### src/hdl/directional_nearest_point_search_top_defines.svh
// directional_nearest_point_search_top_defines.svh
// concurrent assertion macros for the nearest point search rtl
// no dependencies; define SYNTH to drop every check
`ifndef DIRECTIONAL_NEAREST_POINT_SEARCH_TOP_DEFINES_SVH
`define DIRECTIONAL_NEAREST_POINT_SEARCH_TOP_DEFINES_SVH
`ifndef SYNTH
// plain property, checked outside reset
`define DNPS_ASSERT(lbl, clk, rst_n, prop, msg) \
    lbl: assert property (@(posedge clk) disable iff (!rst_n) (prop)) \
        else $error(msg);
// same-cycle implication
`define DNPS_ASSERT_IMP(lbl, clk, rst_n, ante, cons, msg) \
    lbl: assert property (@(posedge clk) disable iff (!rst_n) (ante) |-> (cons)) \
        else $error(msg);
// next-cycle implication
`define DNPS_ASSERT_NXT(lbl, clk, rst_n, ante, cons, msg) \
    lbl: assert property (@(posedge clk) disable iff (!rst_n) (ante) |=> (cons)) \
        else $error(msg);
`else
`define DNPS_ASSERT(lbl, clk, rst_n, prop, msg)
`define DNPS_ASSERT_IMP(lbl, clk, rst_n, ante, cons, msg)
`define DNPS_ASSERT_NXT(lbl, clk, rst_n, ante, cons, msg)
`endif
`endif

### src/hdl/dnps_pkg.sv
// dnps_pkg.sv
// shared constants, codes and types of the nearest point search
// no dependencies
`timescale 1ns / 1ps

package dnps_pkg;

    // default sizes
    localparam int TABLE_DEPTH_DEF = 1024;
    localparam int COORD_BITS_DEF  = 16;

    // fixed field widths
    localparam int OP_W      = 2;
    localparam int IN_COORD_W = 16;
    localparam int START_W   = 10;
    localparam int DIR_W     = 2;
    localparam int IDX_OUT_W = 10;
    localparam int DIST_OUT_W = 33;
    localparam int TAN_W     = 16;

    typedef logic [OP_W-1:0]       t_op;
    typedef logic [IN_COORD_W-1:0] t_in_coord;
    typedef logic [START_W-1:0]    t_start;
    typedef logic [DIR_W-1:0]      t_dir;
    typedef logic [IDX_OUT_W-1:0]  t_idx_out;
    typedef logic [DIST_OUT_W-1:0] t_dist_out;
    typedef logic [TAN_W-1:0]      t_tan;

    // cone tangent after reset, about tan 5 degrees in Q0.16
    localparam t_tan CONE_TAN_RESET = t_tan'(5734);

    // operation codes
    localparam t_op OP_CLEAR  = 2'd0;
    localparam t_op OP_APPEND = 2'd1;
    localparam t_op OP_QUERY  = 2'd2;

    // direction codes
    localparam t_dir DIR_PX = 2'd0;
    localparam t_dir DIR_MX = 2'd1;
    localparam t_dir DIR_PY = 2'd2;
    localparam t_dir DIR_MY = 2'd3;

    // sequencer to evaluator
    typedef struct packed {
        logic clr;
        logic vld;
    } t_eval_cmd;

    // evaluator to sequencer
    typedef struct packed {
        logic busy;
        logic have;
    } t_eval_stat;

endpackage

### src/hdl/dnps_eval.sv
// dnps_eval.sv
// pipelined cone test and nearest tracker, one table entry per cycle
// depends on dnps_pkg and the assertion macro header
`timescale 1ns / 1ps
`include "directional_nearest_point_search_top_defines.svh"

module dnps_eval #(
    parameter int COORD_BITS = dnps_pkg::COORD_BITS_DEF,
    parameter int IDX_W      = 11
) (
    input  logic                  i_clk,
    input  logic                  i_rst_n,
    input  dnps_pkg::t_eval_cmd   i_cmd,
    input  logic [IDX_W-1:0]      i_idx,
    input  logic [COORD_BITS-1:0] i_x,
    input  logic [COORD_BITS-1:0] i_y,
    input  logic [COORD_BITS-1:0] i_x0,
    input  logic [COORD_BITS-1:0] i_y0,
    input  dnps_pkg::t_dir        i_dir,
    input  dnps_pkg::t_tan        i_tan,
    output dnps_pkg::t_eval_stat  o_stat,
    output logic [IDX_W-1:0]      o_best_idx,
    output logic [2*COORD_BITS:0] o_best_dist
);

    localparam int CB   = COORD_BITS;
    localparam int PW   = CB + dnps_pkg::TAN_W;
    localparam int SQW  = 2 * CB;
    localparam int DW   = 2 * CB + 1;

    // stage 1 offsets
    logic signed [CB:0] dx, dy, along, ortho, ortho_abs;
    logic               along_pos, coinc;

    logic              r_s1_vld, n_s1_vld;
    logic [IDX_W-1:0]  r_s1_idx;
    logic [CB-1:0]     r_s1_along, r_s1_cross;
    logic              r_s1_pos, r_s1_coinc;

    logic              r_s2_vld, n_s2_vld;
    logic [IDX_W-1:0]  r_s2_idx;
    logic [PW-1:0]     r_s2_prod;
    logic [SQW-1:0]    r_s2_sq_a, r_s2_sq_c;
    logic [CB-1:0]     r_s2_cross;
    logic              r_s2_pos, r_s2_coinc;

    logic              r_s3_vld, n_s3_vld;
    logic [IDX_W-1:0]  r_s3_idx;
    logic              r_s3_qual;
    logic [DW-1:0]     r_s3_dist;

    logic              r_have, n_have;
    logic [IDX_W-1:0]  r_best_idx, n_best_idx;
    logic [DW-1:0]     r_best_dist, n_best_dist;

    always_comb begin
        dx = $signed({1'b0, i_x}) - $signed({1'b0, i_x0});
        dy = $signed({1'b0, i_y}) - $signed({1'b0, i_y0});
        unique case (i_dir)
            dnps_pkg::DIR_PX: begin along = dx;  ortho = dy; end
            dnps_pkg::DIR_MX: begin along = -dx; ortho = dy; end
            dnps_pkg::DIR_PY: begin along = dy;  ortho = dx; end
            default:          begin along = -dy; ortho = dx; end
        endcase
        ortho_abs = ortho[CB] ? -ortho : ortho;
        along_pos = !along[CB] && (along != '0);
        // a point on top of the start point counts for plus x only
        coinc     = (i_dir == dnps_pkg::DIR_PX) && (dx == '0) && (dy == '0);
    end

    always_comb begin
        n_s1_vld = i_cmd.vld;
        n_s2_vld = r_s1_vld;
        n_s3_vld = r_s2_vld;
        n_have      = r_have;
        n_best_idx  = r_best_idx;
        n_best_dist = r_best_dist;
        priority if (i_cmd.clr) begin
            n_have      = 1'b0;
            n_best_idx  = '0;
            n_best_dist = '0;
        end else if (r_s3_vld && r_s3_qual && (!r_have || (r_s3_dist < r_best_dist))) begin
            // strict compare keeps the lowest index on a tie
            n_have      = 1'b1;
            n_best_idx  = r_s3_idx;
            n_best_dist = r_s3_dist;
        end
    end

    always_ff @(posedge i_clk) begin
        if (!i_rst_n) begin
            r_s1_vld <= 1'b0;
            r_s2_vld <= 1'b0;
            r_s3_vld <= 1'b0;
            r_have   <= 1'b0;
        end else begin
            r_s1_vld <= n_s1_vld;
            r_s2_vld <= n_s2_vld;
            r_s3_vld <= n_s3_vld;
            r_have   <= n_have;
        end
    end

    always_ff @(posedge i_clk) begin
        r_s1_idx    <= i_idx;
        r_s1_along  <= along[CB-1:0];
        r_s1_cross  <= ortho_abs[CB-1:0];
        r_s1_pos    <= along_pos;
        r_s1_coinc  <= coinc;

        r_s2_idx    <= r_s1_idx;
        r_s2_prod   <= PW'(r_s1_along) * PW'(i_tan);
        r_s2_sq_a   <= SQW'(r_s1_along) * SQW'(r_s1_along);
        r_s2_sq_c   <= SQW'(r_s1_cross) * SQW'(r_s1_cross);
        r_s2_cross  <= r_s1_cross;
        r_s2_pos    <= r_s1_pos;
        r_s2_coinc  <= r_s1_coinc;

        r_s3_idx    <= r_s2_idx;
        r_s3_qual   <= r_s2_coinc ||
                       (r_s2_pos && ({r_s2_cross, {dnps_pkg::TAN_W{1'b0}}} < r_s2_prod));
        r_s3_dist   <= DW'(r_s2_sq_a) + DW'(r_s2_sq_c);

        r_best_idx  <= n_best_idx;
        r_best_dist <= n_best_dist;
    end

    assign o_stat.busy = r_s1_vld || r_s2_vld || r_s3_vld;
    assign o_stat.have = r_have;
    assign o_best_idx  = r_best_idx;
    assign o_best_dist = r_best_dist;

    // index 0 is never filled, so it can never be the winner
    `DNPS_ASSERT_IMP(a_best_not_zero, i_clk, i_rst_n, r_have, r_best_idx != '0, "winner at index 0")
    // a winner only appears from a qualifying entry leaving the last stage
    `DNPS_ASSERT_IMP(a_have_source, i_clk, i_rst_n, $rose(r_have), $past(r_s3_vld && r_s3_qual), "winner without qualifier")
    // clearing drops the previous winner
    `DNPS_ASSERT_NXT(a_clr_drops, i_clk, i_rst_n, i_cmd.clr, !r_have && (r_best_dist == '0), "clear left a winner")

endmodule

### config.mk
export PLATFORM = sky130hd
export DESIGN_NAME = dnps_eval
export DESIGN_NICKNAME = d
export VERILOG_FILES = /design/src/hdl/dnps_pkg.sv /design/src/hdl/dnps_eval.sv
export VERILOG_INCLUDE_DIRS = /design/src /design/src/hdl
export SDC_FILE = /design/constraint.sdc
export NUM_CORES = 2
export LEC_CHECK = 0
export ABC_AREA = 1
export BUFFER_PORTS_ARGS = -buffer_cell sky130_fd_sc_hd__buf_2
export CAP_MARGIN = 20
export CORE_AREA = 2 2 271 273
export DETAILED_ROUTE_END_ITERATION = 8
export DIE_AREA = 0 0 273 275
export PLACE_DENSITY = 0.77
export SLEW_MARGIN = 20
export SYNTH_ARGS = -nofsm -noshare
export SYNTH_HDL_FRONTEND = slang
export SYNTH_SLANG_ARGS = --single-unit
export TNS_END_PERCENT = 100
### constraint.sdc
create_clock -name i_clk -period 5.3 [get_ports i_clk]
set_clock_uncertainty 0.1 [all_clocks]
set_input_delay 0 -clock i_clk [delete_from_list [all_inputs] [get_ports i_clk]]
set_output_delay 0 -clock i_clk [all_outputs]
set_load 0.01 [all_outputs]
==> Word level (Yosys, flattened, before mapping) <==
Index checks and enable logic that the tools add are counted.
{ "word_totals": {"regBits": 263, "romBits": 0, "latch_bits": 0, "mem_bits_rw": 0, "output_inout_bits": 46, "n_memories": 0} }
{ "classes": {"reduce_logical": 18, "mul": 3, "order_cmp": 2, "n_eq_ne": 2, "div": 0, "n_addsub": 6, "bitwise": 1, "shift": 0, "muxes": 3} }
{ "op_table": {"columns": ["op", "count"], "rows": [
  ["$mul A16 B16 Y32", 3],
  ["$pmux W17 S3", 1],
  ["$logic_not A17 Y1", 2],
  ["$neg A17 Y17", 2],
  ["$sub A16 B16 Y17", 2],
  ["$add A32 B32 Y33", 1],
  ["$lt A33 B33 Y1", 1],
  ["$lt A32 B32 Y1", 1],
  ["$mux W17", 1],
  ["$reduce_bool A17 Y1", 1],
  ["$mux W16", 1],
  ["$neg A16 Y16", 1],
  ["$logic_and A1 B1 Y1", 6],
  ["$logic_or A1 B1 Y1", 4],
  ["$reduce_or A2 Y1", 2],
  ["$eq A2 B1 Y1 const B", 1],
  ["$eq A2 B2 Y1 const B", 1],
  ["$logic_not A1 Y1", 2],
  ["$logic_not A2 Y1", 1],
  ["$not A1 Y1", 1]
]} }

==> Longest topological paths before layout <==
{ "logic_depth": {"ltp_word": 5, "depth_mapped": 28} }

==> Worst setup path before layout <==
Ideal clock, no wire load.
{ "synth_path": {"path_type": "reg2reg", "from": "register r_s1_along[15]", "to": "register r_s2_prod[31]", "setup_time_ns": 0.122, "path_stages_with_launch": 22, "slack_ns": -0.496, "t_arrival_ns": 5.575, "period_less_slack_ns": 5.796, "path_cell_list": "dfxtp_1 -> clkbuf_1 -> clkbuf_1 -> nand2_1 -> fa_1 -> fa_1 -> inv_1 -> fa_1 -> fa_1 -> fa_1 -> inv_1 -> fa_1 -> inv_1 -> ha_1 -> a21oi_1 -> o21a_1 -> o21ai_0 -> a21oi_1 -> o21ai_0 -> a211oi_1 -> nor2_1 -> xor2_1"} }
{ "synth_between": {"elab_chain_len": 1} }
{ "synth_rtl": {"columns": ["element", "line", "source"], "rows": [
  ["from (decl)", "dnps_eval.sv:37", "logic [CB-1:0] r_s1_along, r_s1_cross;"],
  ["from (signal assigned)", "dnps_eval.sv:106", "r_s1_along <= along[CB-1:0];"],
  ["$mul A16 B16 Y32", "dnps_eval.sv:112", "r_s2_prod <= PW'(r_s1_along) * PW'(i_tan);"],
  ["to (signal assigned)", "dnps_eval.sv:112", null],
  ["to (decl)", "dnps_eval.sv:42", "logic [PW-1:0] r_s2_prod;"]
]} }
No other way between the ends.
A chain may end at the register's enable or synchronous reset.

==> Worst setup path after layout <==
{ "layout_path": {"from": "register r_s1_along[6]", "to": "register r_s2_sq_a[29]"} }
{ "layout_between": {"elab_chain_len": 1} }
{ "layout_rtl": {"columns": ["element", "line", "source"], "rows": [
  ["$mul A16 B16 Y32", "dnps_eval.sv:113", "r_s2_sq_a <= SQW'(r_s1_along) * SQW'(r_s1_along);"],
  ["to (signal assigned)", "dnps_eval.sv:113", null],
  ["to (decl)", "dnps_eval.sv:43", "logic [SQW-1:0] r_s2_sq_a, r_s2_sq_c;"]
]} }
No other way between the ends.

==> reports/qor.yml <==
synth_area_leaders: "fa_1 29%, ha_1 15%, dfxtp_1 15%"
synthArstFlopShare_pct: 0
max_slew_margin_pct: 37.27
antenna_found_initial: 1
place.gp.congestion: 0.9261
grt.overflow.total: 0
rsz0062_at_grt: "yes"
syn_area_um2: 35760
start_kind: "register"
critical_path_required_ns: 5.68
drive_gt1_share_pct: 21.90
violations: "negative setup slack"
dpl.hpwl_um: 71980
gr-usage-all-layers_pct: 24.13
placed_cell_area_um2: 40270
endpoint_kind: "register"
synth-edff-count: 0
area_growth_pct: 24.73
worst_ep_arrival_time_ns: 6.24
yosysMostFrequentCell: "inv_1"
via_per_inst: 5.184
yosysTopAreaCell: "fa_1"
synthFlopType: "dfxtp_1"
max_freq_mhz: 170.4
ant_nets: 0
initial_utilization_pct: 49.43
syn_nets: 5623
pre_cts_slack_ns: -0.5382
path_clk_slew_ns: 0.07
post-route-min-period_ns: 5.867
wirelength_um: 100100
grt_pass1_vias: 31890
hp-class: "input pin to register"
nNetsFinal: 6146
die_area_um2: 75080
ys_seq_elements: 260
drv_slew: 0
whs_ns: 0.009992
outcome: "complete, but fails checks"
dr.pass1.iters: 6
synth_compound_area_share_pct: 7.222
route.vias.total: 31560
seq_area_frac_synth_pct: 14.56
io_pins: 143
tightest_slew_ns: 0.9337
cts.sinks: 260
critPathLaunch: "r_s1_along[6]$_DFF_P_"
synth_top_family_by_area: "adder cells"
netlist_top_cells_count: "1221 x inv_1, 988 x nand2_1, 520 x fa_1, 424 x ha_1, 260 x dfxtp_1"
crit_fanout: 5
drtIter0Drc: 2244
synth_xor_area_share_pct: 3.723
tritoncts: "done"
root_buffer: "clkbuf_16"
die_y_um: 275
die_w_um: 273
coreArea_um2: 72340
hold_viol: 0
tns_ns: -11.57
wire_per_inst_um: 16.44
synth_mux_area_share_pct: 0
reg2reg_to: "r_s2_sq_a[29]$_DFF_P_"
grt_pass1_wl_um: 148800
synthAdderAreaFrac_pct: 43.95
worst_r2r_startpoint: "r_s1_along[6]$_DFF_P_"
grt_max_degree: 78
rows: 99
fin_area_um2: 44610
synth_top_area_share_pct: 29.11
cts_made_buffers: 28
synthCells: 4582
io_buffers: 142
endpoint: "r_s2_sq_a[29]$_DFF_P_"
synth-simple-area-share_pct: 16.15
cap_viol_max_count: 0
yosysWarnings: 0
finalCritPeriodShare_pct: 110.7
reg2reg_slack_ns: -0.57
syn_area_per_cell_um2: 7.805
drc: 0
worstSkewPairLatency_ns: 0.61
h-tree-depth: 1
yosysUniqueCellTypes: 57
setup_violations: 50
worst_slack_ns: -0.5672
r2r_cells: 26
worstSetupPathType: "register to register"
cts_max_path_buffers: 3
[worst min-delay path by stage]
stage,start,endpoint,cells after the start
after floorplan,i_idx[0],r_s1_idx[0]$_DFF_P_,0
after CTS,i_x0[15],r_s1_cross[1]$_DFF_P_,7
after global routing,i_x0[15],r_s1_cross[1]$_DFF_P_,7
after global placement,i_idx[8],r_s1_idx[8]$_DFF_P_,1
after detailed placement,i_idx[2],r_s1_idx[2]$_DFF_P_,1
final,i_x0[15],r_s1_cross[1]$_DFF_P_,7
[sequential cells by signal, indices dropped and copies added (netlist names), 11 cells and up]
| signal | cells |
|---|---|
| o_best_idx | 11 |
| r_s2_sq_c | 30 |
| r_s1_along | 16 |
| r_s1_idx | 11 |
| r_s2_sq_a | 31 |
| r_s3_idx | 11 |
| o_best_dist | 33 |
| r_s2_prod | 32 |
| r_s1_cross | 16 |
| r_s2_idx | 11 |
| r_s3_dist | 33 |
| r_s2_cross | 16 |
[logic make-up after synthesis]
group | count (synthesis)
AO/OA/AOI/OAI | 462
XOR/XNOR | 149
adder cells (fa/ha/maj) | 944
buffers and inverters | 1369
flip-flops | 260
AND/OR/NAND/NOR | 1398
[worst max-delay path, cell delays in order, from the launching register on]
cell	delay, ns
dfxtp_4	0.39
buf_12	0.14
buf_8	0.13
nand2_1	0.10
inv_1	0.10
fa_1	0.55
inv_1	0.15
fa_1	0.44
inv_1	0.09
fa_1	0.45
fa_2	0.49
fa_1	0.53
inv_2	0.05
fa_1	0.52
inv_2	0.06
ha_4	0.17
a21oi_2	0.22
inv_1	0.08
a21oi_2	0.19
a21boi_2	0.26
nor2_1	0.08
nand2_1	0.06
o211ai_1	0.11
nand2_1	0.11
nand2_1	0.06
nand2_1	0.07
nand2_1	0.05
[routing by layer]
metal	share of wire (%)	vias to the layer above	global-route usage, %
met4	5.4	0	9.620
met3	6.7	397	2.854
met1	38	15120	28.95
met2	50	1312	43.94
met5	0	-	0
li1	-	14730	-
[metrics by stage]
stage / std cells / util, %
2_1_floorplan: 4582 / -
3_3_place_gp: 5902 / 55.67
3_5_place_dp: 5902 / 55.67
4_1_cts: 6033 / 58.99
5_1_grt: 6086 / 61.65
6_report: 6088 / 61.66
[layout by cell type, fill, tap and decap left out, types with 29 or more instances in the layout]
| master | n |
|---|---|
| inv_1 | 1163 |
| nand2_1 | 905 |
| fa_1 | 501 |
| ha_1 | 372 |
| buf_4 | 350 |
| dfxtp_1 | 230 |
| a21oi_1 | 165 |
| buf_2 | 142 |
| nor2_1 | 135 |
| nand3_1 | 133 |
| nand2_2 | 96 |
| xor2_1 | 88 |
| o21ai_0 | 88 |
| buf_6 | 68 |
| inv_2 | 67 |
| ha_4 | 49 |
| xnor2_1 | 41 |
| a21oi_2 | 41 |
| dlygate4sd3_1 | 35 |
| clkbuf_16 | 29 |
[repair_timing]
item | CTS | global route
setup endpoints to repair | 53 | 57
gates resized for setup | 183 | 369
hold endpoints to repair | 44 | 0
pin swaps | 93 | 131
hold buffers | 35 | 0
cloned | 0 | 1
setup buffers | 51 | 58
[cell type report]
cell class                      instances  area, µm²
Fill cell                            5630      27730
Multi-Input combinational cell       2953      27390
Sequential cell                       260       5288
Timing Repair Buffer                  631       5117
Inverter                             1231       4621
Tap cell                              959       1200
Clock buffer                           34      763.2
Clock inverter                         18      225.2
Antenna cell                            2      5.005
Power is left out: the tool's default activity adds up to more than one toggle a clock period on the data nets, which glitch-free logic cannot reach.
